===== config.mk =====
export PLATFORM = sky130hd
export DESIGN_NAME = humidity_temp_frame_crc_decoder
export DESIGN_NICKNAME = d
export VERILOG_FILES = /design/src/rtl/core/htfcrc_pkg.sv /design/src/rtl/core/htfcrc_front.sv /design/src/rtl/core/htfcrc_queue.sv /design/src/rtl/core/htfcrc_back.sv /design/src/rtl/core/humidity_temp_frame_crc_decoder.sv
export SDC_FILE = /design/constraint.sdc
export NUM_CORES = 1
export LEC_CHECK = 0
export ABC_AREA = 1
export BUFFER_PORTS_ARGS = -buffer_cell sky130_fd_sc_hd__buf_2
export CAP_MARGIN = 40
export CORE_MARGIN = 2
export CORE_UTILIZATION = 56
export CTS_BUF_LIST = sky130_fd_sc_hd__clkbuf_8
export CTS_CLUSTER_SIZE = 28
export DETAILED_ROUTE_END_ITERATION = 8
export GPL_ROUTABILITY_DRIVEN = 0
export GPL_TIMING_DRIVEN = 0
export HOLD_SLACK_MARGIN = 0.08
export PLACE_DENSITY_LB_ADDON = 0.15
export RECOVER_POWER = 50
export SYNTH_ARGS = -nofsm -noshare
export SYNTH_HDL_FRONTEND = slang
export SYNTH_SLANG_ARGS = --single-unit
export TNS_END_PERCENT = 10

===== constraint.sdc =====
create_clock -name clk -period 7.57 [get_ports clk]
set_input_delay 1.1355 -clock clk [delete_from_list [all_inputs] [get_ports clk]]
set_output_delay 1.1355 -clock clk [all_outputs]
set_load 0.005 [all_outputs]

===== src/rtl/core/htfcrc_pkg.sv =====
package htfcrc_pkg;

  // CRC-8 settings of the sensor reply
  localparam logic [7:0] CRC_POLY = 8'h31;
  localparam logic [7:0] CRC_INIT = 8'hFF;

  // Byte positions within a six-byte frame
  localparam logic [2:0] POS_T_HI  = 3'd0;
  localparam logic [2:0] POS_T_LO  = 3'd1;
  localparam logic [2:0] POS_T_CRC = 3'd2;
  localparam logic [2:0] POS_H_HI  = 3'd3;
  localparam logic [2:0] POS_H_LO  = 3'd4;
  localparam logic [2:0] POS_H_CRC = 3'd5;

  // Conversion constants: value = floor((k*raw + FS) / FS) / 2
  localparam int unsigned ACC_W = 25;
  localparam logic [ACC_W-1:0] FULL_SCALE = 25'd65535;
  localparam logic [ACC_W-1:0] TEMP_SCALE = 25'd350;
  localparam logic [ACC_W-1:0] HUM_SCALE  = 25'd200;
  localparam logic signed [8:0] TEMP_OFFSET = 9'sd45;

  // Queue depth between front and back
  localparam logic [1:0] QUEUE_DEPTH = 2'd2;

  // One checked frame
  typedef struct packed {
    logic        ok;
    logic [15:0] temp_word;
    logic [15:0] hum_word;
  } frame_t;

  // Queue write side
  typedef struct packed {
    logic   valid;
    frame_t frame;
  } q_push_t;

  // Queue read side
  typedef struct packed {
    logic   valid;
    frame_t frame;
  } q_head_t;

  // Advance a CRC-8 over one byte, MSB first
  function automatic logic [7:0] crc8_byte(input logic [7:0] crc, input logic [7:0] data);
    logic [7:0] c;
    c = crc ^ data;
    for (int i = 0; i < 8; i++) begin
      c = c[7] ? ((c << 1) ^ CRC_POLY) : (c << 1);
    end
    return c;
  endfunction

endpackage


===== src/rtl/core/htfcrc_front.sv =====
module htfcrc_front (
  input  logic                clk,
  input  logic                rst,
  input  logic                accept,
  input  logic [7:0]          rx_byte,
  input  logic                frame_start,
  output htfcrc_pkg::q_push_t push
);
  import htfcrc_pkg::*;

  logic [2:0]  byte_pos;
  logic [7:0]  running_crc;
  logic [15:0] temp_word;
  logic [15:0] hum_word;
  logic        first_good;

  logic [2:0]  pos;
  logic [7:0]  crc_base;
  logic [7:0]  crc_upd;

  // Resolve position and CRC seed for this byte
  always_comb begin
    pos      = (frame_start || byte_pos > POS_H_CRC) ? POS_T_HI : byte_pos;
    crc_base = (pos == POS_T_HI || pos == POS_H_HI) ? CRC_INIT : running_crc;
    crc_upd  = crc8_byte(crc_base, rx_byte);
  end

  // Emit a checked frame on its last byte
  always_comb begin
    push.valid           = accept && (pos == POS_H_CRC);
    push.frame.ok        = first_good && (running_crc == rx_byte);
    push.frame.temp_word = temp_word;
    push.frame.hum_word  = hum_word;
  end

  // Assemble words and track checksums
  always_ff @(posedge clk) begin
    if (rst) begin
      byte_pos    <= POS_T_HI;
      running_crc <= CRC_INIT;
      temp_word   <= 16'h0000;
      hum_word    <= 16'h0000;
      first_good  <= 1'b0;
    end else if (accept) begin
      byte_pos <= (pos == POS_H_CRC) ? POS_T_HI : pos + 3'd1;
      unique case (pos)
        POS_T_HI: begin
          temp_word   <= {rx_byte, 8'h00};
          running_crc <= crc_upd;
        end
        POS_T_LO: begin
          temp_word[7:0] <= rx_byte;
          running_crc    <= crc_upd;
        end
        POS_T_CRC: begin
          first_good <= (crc_base == rx_byte);
        end
        POS_H_HI: begin
          hum_word    <= {rx_byte, 8'h00};
          running_crc <= crc_upd;
        end
        POS_H_LO: begin
          hum_word[7:0] <= rx_byte;
          running_crc   <= crc_upd;
        end
        default: begin
          // last checksum byte closes the frame
        end
      endcase
    end
  end

endmodule


===== src/rtl/core/htfcrc_queue.sv =====
module htfcrc_queue (
  input  logic                clk,
  input  logic                rst,
  input  htfcrc_pkg::q_push_t push,
  input  logic                pop,
  output htfcrc_pkg::q_head_t head,
  output logic                full
);
  import htfcrc_pkg::*;

  frame_t     slots [2];
  logic       wr_ptr;
  logic       rd_ptr;
  logic [1:0] count;
  logic       do_pop;

  assign full       = (count == QUEUE_DEPTH);
  assign head.valid = (count != 2'd0);
  assign head.frame = slots[rd_ptr];
  assign do_pop     = pop && head.valid;

  // Store pushed frames
  always_ff @(posedge clk) begin
    if (push.valid) begin
      slots[wr_ptr] <= push.frame;
    end
  end

  // Advance pointers and fill count
  always_ff @(posedge clk) begin
    if (rst) begin
      wr_ptr <= 1'b0;
      rd_ptr <= 1'b0;
      count  <= 2'd0;
    end else begin
      if (push.valid) begin
        wr_ptr <= ~wr_ptr;
      end
      if (do_pop) begin
        rd_ptr <= ~rd_ptr;
      end
      count <= count + {1'b0, push.valid} - {1'b0, do_pop};
    end
  end

endmodule


===== src/rtl/core/htfcrc_back.sv =====
module htfcrc_back (
  input  logic                clk,
  input  logic                rst,
  input  htfcrc_pkg::q_head_t head,
  output logic                pop,
  output logic                out_valid,
  input  logic                out_stall,
  output logic                status,
  output logic [15:0]         raw_temperature,
  output logic [15:0]         raw_humidity,
  output logic signed [8:0]   temperature_c,
  output logic [6:0]          humidity_pct
);
  import htfcrc_pkg::*;

  logic             s1_valid;
  logic             s1_ok;
  logic [15:0]      s1_tw;
  logic [15:0]      s1_hw;
  logic [ACC_W-1:0] s1_mt;
  logic [ACC_W-1:0] s1_mh;

  logic             s2_ready;
  logic             s1_ready;
  logic [7:0]       temp_whole;
  logic [7:0]       hum_whole;

  // floor(m / 65535) via shift and one correction, then halve
  function automatic logic [7:0] half_quot(input logic [ACC_W-1:0] m);
    logic [8:0]  q0;
    logic [16:0] r;
    logic [8:0]  q;
    q0 = m[ACC_W-1:16];
    r  = {1'b0, m[15:0]} + {8'd0, q0};
    q  = q0 + {8'd0, (r >= FULL_SCALE[16:0])};
    return q[8:1];
  endfunction

  assign s2_ready = !out_valid || !out_stall;
  assign s1_ready = !s1_valid || s2_ready;
  assign pop      = s1_ready && head.valid;

  assign temp_whole = half_quot(s1_mt);
  assign hum_whole  = half_quot(s1_mh);

  // Stage one: scale and bias
  always_ff @(posedge clk) begin
    if (rst) begin
      s1_valid <= 1'b0;
    end else if (s1_ready) begin
      s1_valid <= head.valid;
    end
  end

  always_ff @(posedge clk) begin
    if (pop) begin
      s1_ok <= head.frame.ok;
      s1_tw <= head.frame.temp_word;
      s1_hw <= head.frame.hum_word;
      s1_mt <= ACC_W'(head.frame.temp_word) * TEMP_SCALE + FULL_SCALE;
      s1_mh <= ACC_W'(head.frame.hum_word) * HUM_SCALE + FULL_SCALE;
    end
  end

  // Stage two: divide, offset and hold the result
  always_ff @(posedge clk) begin
    if (rst) begin
      out_valid <= 1'b0;
    end else if (s2_ready) begin
      out_valid <= s1_valid;
    end
  end

  always_ff @(posedge clk) begin
    if (s2_ready && s1_valid) begin
      status <= !s1_ok;
      if (s1_ok) begin
        raw_temperature <= s1_tw;
        raw_humidity    <= s1_hw;
        temperature_c   <= $signed({1'b0, temp_whole}) - TEMP_OFFSET;
        humidity_pct    <= hum_whole[6:0];
      end else begin
        raw_temperature <= 16'd0;
        raw_humidity    <= 16'd0;
        temperature_c   <= 9'sd0;
        humidity_pct    <= 7'd0;
      end
    end
  end

endmodule


===== src/rtl/core/humidity_temp_frame_crc_decoder.sv =====
// Channel | Direction | Handshake            | Payload
// input   | in        | in_valid / in_stall  | rx_byte, frame_start
// result  | out       | out_valid / out_stall| status, raw_temperature, raw_humidity,
//         |           |                      | temperature_c, humidity_pct
//
// A byte is taken per cycle unless stalled; the front CRC unit handles a whole byte combinationally.
// After the sixth byte the frame passes the queue, the scale stage, then the divide stage, each registered.
// Reset (rst, synchronous) empties the queue and pipeline and restarts at the first byte.
// in_stall rises only when the two-entry frame queue is full; out_stall holds the result.
module humidity_temp_frame_crc_decoder (
  input  logic              clk,
  input  logic              rst,
  input  logic              in_valid,
  output logic              in_stall,
  input  logic [7:0]        rx_byte,
  input  logic              frame_start,
  output logic              out_valid,
  input  logic              out_stall,
  output logic              status,
  output logic [15:0]       raw_temperature,
  output logic [15:0]       raw_humidity,
  output logic signed [8:0] temperature_c,
  output logic [6:0]        humidity_pct
);
  import htfcrc_pkg::*;

  q_push_t push;
  q_head_t head;
  logic    pop;
  logic    full;
  logic    accept;

  assign in_stall = full;
  assign accept   = in_valid && !full;

  htfcrc_front u_front (
    .clk         (clk),
    .rst         (rst),
    .accept      (accept),
    .rx_byte     (rx_byte),
    .frame_start (frame_start),
    .push        (push)
  );

  htfcrc_queue u_queue (
    .clk  (clk),
    .rst  (rst),
    .push (push),
    .pop  (pop),
    .head (head),
    .full (full)
  );

  htfcrc_back u_back (
    .clk             (clk),
    .rst             (rst),
    .head            (head),
    .pop             (pop),
    .out_valid       (out_valid),
    .out_stall       (out_stall),
    .status          (status),
    .raw_temperature (raw_temperature),
    .raw_humidity    (raw_humidity),
    .temperature_c   (temperature_c),
    .humidity_pct    (humidity_pct)
  );

endmodule


==> flow_metrics.tcl <==
set metrics [dict create \
    status "complete, but fails checks" \
    violations "capacitance limit, slew limit" \
    hold_path_depth 1 \
    via_per_inst 5.04 \
    fp.dieH_um 174 \
    grt_first_pass_wirelength_um 53200 \
    whs_ns 0.448 \
    fillers 2408 \
    rsz0062_at_grt "false" \
    grt_pass1_vias 11100 \
    synthArstFlopShare 0 \
    numCtsBuffers 41 \
    cts.reportedPaths.clkPinSlew_ns 0.06 \
    critical_path_required_ns 7.87 \
    fin_skew_ns 0.0405 \
    tns_ns 0 \
    hold_class "reg -> reg" \
    finalCritPeriodShare 0.870 \
    ff2ff_path_depth 28 \
    layout_commonest_cell "nand2_1" \
    wl_per_cell_um 13.8 \
    synth_fp_nets 2022 \
    overflow 0 \
    synth_seq_cells 245 \
    cts_buffer_depth 3 \
    critPathKind "reg -> reg" \
    ant_nets 0 \
    wirelength_um 32000 \
    cp_slowest_stage_delay_ns 0.53 \
    core_area_um2 28600 \
    die_width_um 174 \
    place_area_um2 17200 \
    hpwl_um 24800 \
    post_cts.repair.setup_buffers 0 \
    grt_antenna_before_repair 0 \
    min-delay-start "u_queue.rd_ptr" \
    synth_edf_count 194 \
    root_buffer "clkbuf_8" \
    num_vias 11700 \
    critPathArrivalTime_ns 6.89 \
    fmax_mhz 152 \
    startpoint_type "register" \
    slowest_stage "fa_1" \
    tightest_slew_ns 2.87 \
    port-buffer-count 62 \
    num_rows 62 \
    drive_above_1_share 0.0825 \
    critical_path.max_fanout 10 \
    grt_max_degree 52 \
    period_minus_slack_ns 6.58 \
    end_kind "register" \
    hold_viol 0 \
    critPathBufInv 8 \
    netlist_area_um2 16300 \
    ios 64 \
    yosysSeqAreaShare 0.421 \
    setup_viol 0 \
    fin_area_um2 17900 \
    yosysWarnings 0 \
    clkSinkCount 245 \
    start_util 0.568 \
    remaining_drc_errors 0 \
    ys_types 46 \
    ctsResizeCount 0 \
    final_cell_mix "nand2_1 (372), inv_1 (357), edfxtp_1 (194)" \
    clkLatencyLatePin_ns 0.58 \
    critical_path.top_delay_family "adder cells" \
    max_cap_violations 3 \
    first_pass_iters 6 \
    grt_usage 0.215 \
    htree_levels 2 \
    netlist_instances 1797 \
    synth_area_leader_cell "edfxtp_1" \
    diodes 0 \
    cts_tree "built" \
    slew_headroom -0.916 \
    final_nets 2131 \
    final_max_slew_viol_count 104 \
    ctsHoldBuffers 0 \
    synth_area_leaders "edfxtp_1 (36%), ha_1 (11%), nand2_1 (8.6%)" \
    drt_iter0_drc 822 \
    synth.avg_cell_area_um2 9.04 \
    area_growth_pct 10.3 \
    synth_flop_cell "edfxtp_1" \
    reg2reg_slack_ns 0.99 \
    reg2reg_to "u_back.s1_mt[24]" \
    synth_top_area_frac 0.358 \
    die-area_um2 30400 \
]
## layer usage
metal  up-vias  global-route usage  share of wire  routed length [µm]
met5         -                   0              0                   0
met4         0              0.0700          0.026                 844
met3        59              0.0265          0.042                1340
met2       250               0.346           0.46               14600
met1      5358               0.303           0.48               15200
li1       6050                   -              -                   -
## Yosys cell counts, types with 2 or more instances
master	count
nand2_1	371
inv_1	342
edfxtp_1	194
ha_1	147
a21oi_1	108
nor2_1	107
nand3_1	83
o21ai_0	72
fa_1	65
xor2_1	62
dfxtp_1	51
xnor2_1	36
nor3_1	33
clkbuf_1	20
nand4_1	19
or2_2	17
o21ai_1	9
o21a_1	5
nand2_4	4
nand3b_1	4
nor3_2	4
or2_1	4
a21boi_1	3
a21o_1	3
inv_2	3
o21ai_2	3
o31ai_1	3
a21oi_2	2
and2_1	2
inv_4	2
nor3b_1	2
nor4_1	2
o21bai_1	2
## worst register-to-register path: cells and delay by family, from the launching register on
family	cells	cell delay, ns
simple gates	7	0.98
fa+ha+maj	5	2.11
buf+inv	8	1.37
flops	1	0.29
xor+xnor	1	0.34
compound gates	7	1.19
## kinds of logic (layout without fill, tap and decap cells)
| kind of cell | Yosys count | count (layout) | share of synthesized area |
|---|---|---|---|
| and+or+nand+nor | 654 | 654 | 0.172 |
| buffers and inverters | 370 | 512 | 0.0868 |
| DFF | 245 | 245 | 0.421 |
| AOI/OAI and AO/OA | 215 | 215 | 0.0711 |
| adders and majority gates | 212 | 212 | 0.193 |
| xor gates and xnor gates | 100 | 100 | 0.0548 |
| muxes | 1 | 1 | 0.000693 |
## registers in the layout, indices dropped and copies added, names as in the netlist, 3 cells and up, named ones only
register,flops
u_back.humidity_pct,7
u_back.raw_humidity,16
u_back.raw_temperature,16
u_back.s1_hw,16
u_back.s1_mh,22
u_back.s1_mt,24
u_back.s1_tw,16
u_back.temperature_c,9
u_front.byte_pos,3
u_front.hum_word,16
u_front.running_crc,8
u_front.temp_word,16
u_queue.slots,66
## worst max path at each step
stage                   from          endpoint  slack [ns]  cells after the start
floorplan           register  u_back.s1_mt[24]        2.15                     30
global placement    register  u_back.s1_mt[23]        1.17                     27
detailed placement  register  u_back.s1_mt[23]        1.11                     27
CTS                 register  u_back.s1_mt[23]        1.07                     27
global route        register  u_back.s1_mt[23]        0.52                     27
finish              register  u_back.s1_mt[24]        0.99                     28
## area by class of cell
class / instances / area [µm²] / share of cell area
clock buffer: 41 / 564 / 0.0315
sequential: 245 / 6850 / 0.382
inverter: 347 / 1310 / 0.0730
timing repair buffer: 66 / 355 / 0.0198
buffer: 23 / 103 / 0.00573
clock inverter: 35 / 268 / 0.0149
multi-input combinational: 1182 / 7990 / 0.446
tap: 384 / 480 / 0.0268
## stage by stage
| stage | std cells | setup slack [ns] | utilization |
|---|---|---|---|
| final | 2323 | 0.987 | 0.626 |
| after global routing | 2323 | 0.518 | 0.626 |
| after CTS | 2323 | 1.07 | 0.628 |
| after detailed placement | 2247 | 1.11 | 0.599 |
| after global placement | 2243 | 1.17 | 0.595 |
| after floorplan | 1797 | 2.15 | - |
Power is left out: the tool's default activity adds up to more than one toggle a clock period on the data nets, which glitch-free logic cannot reach.
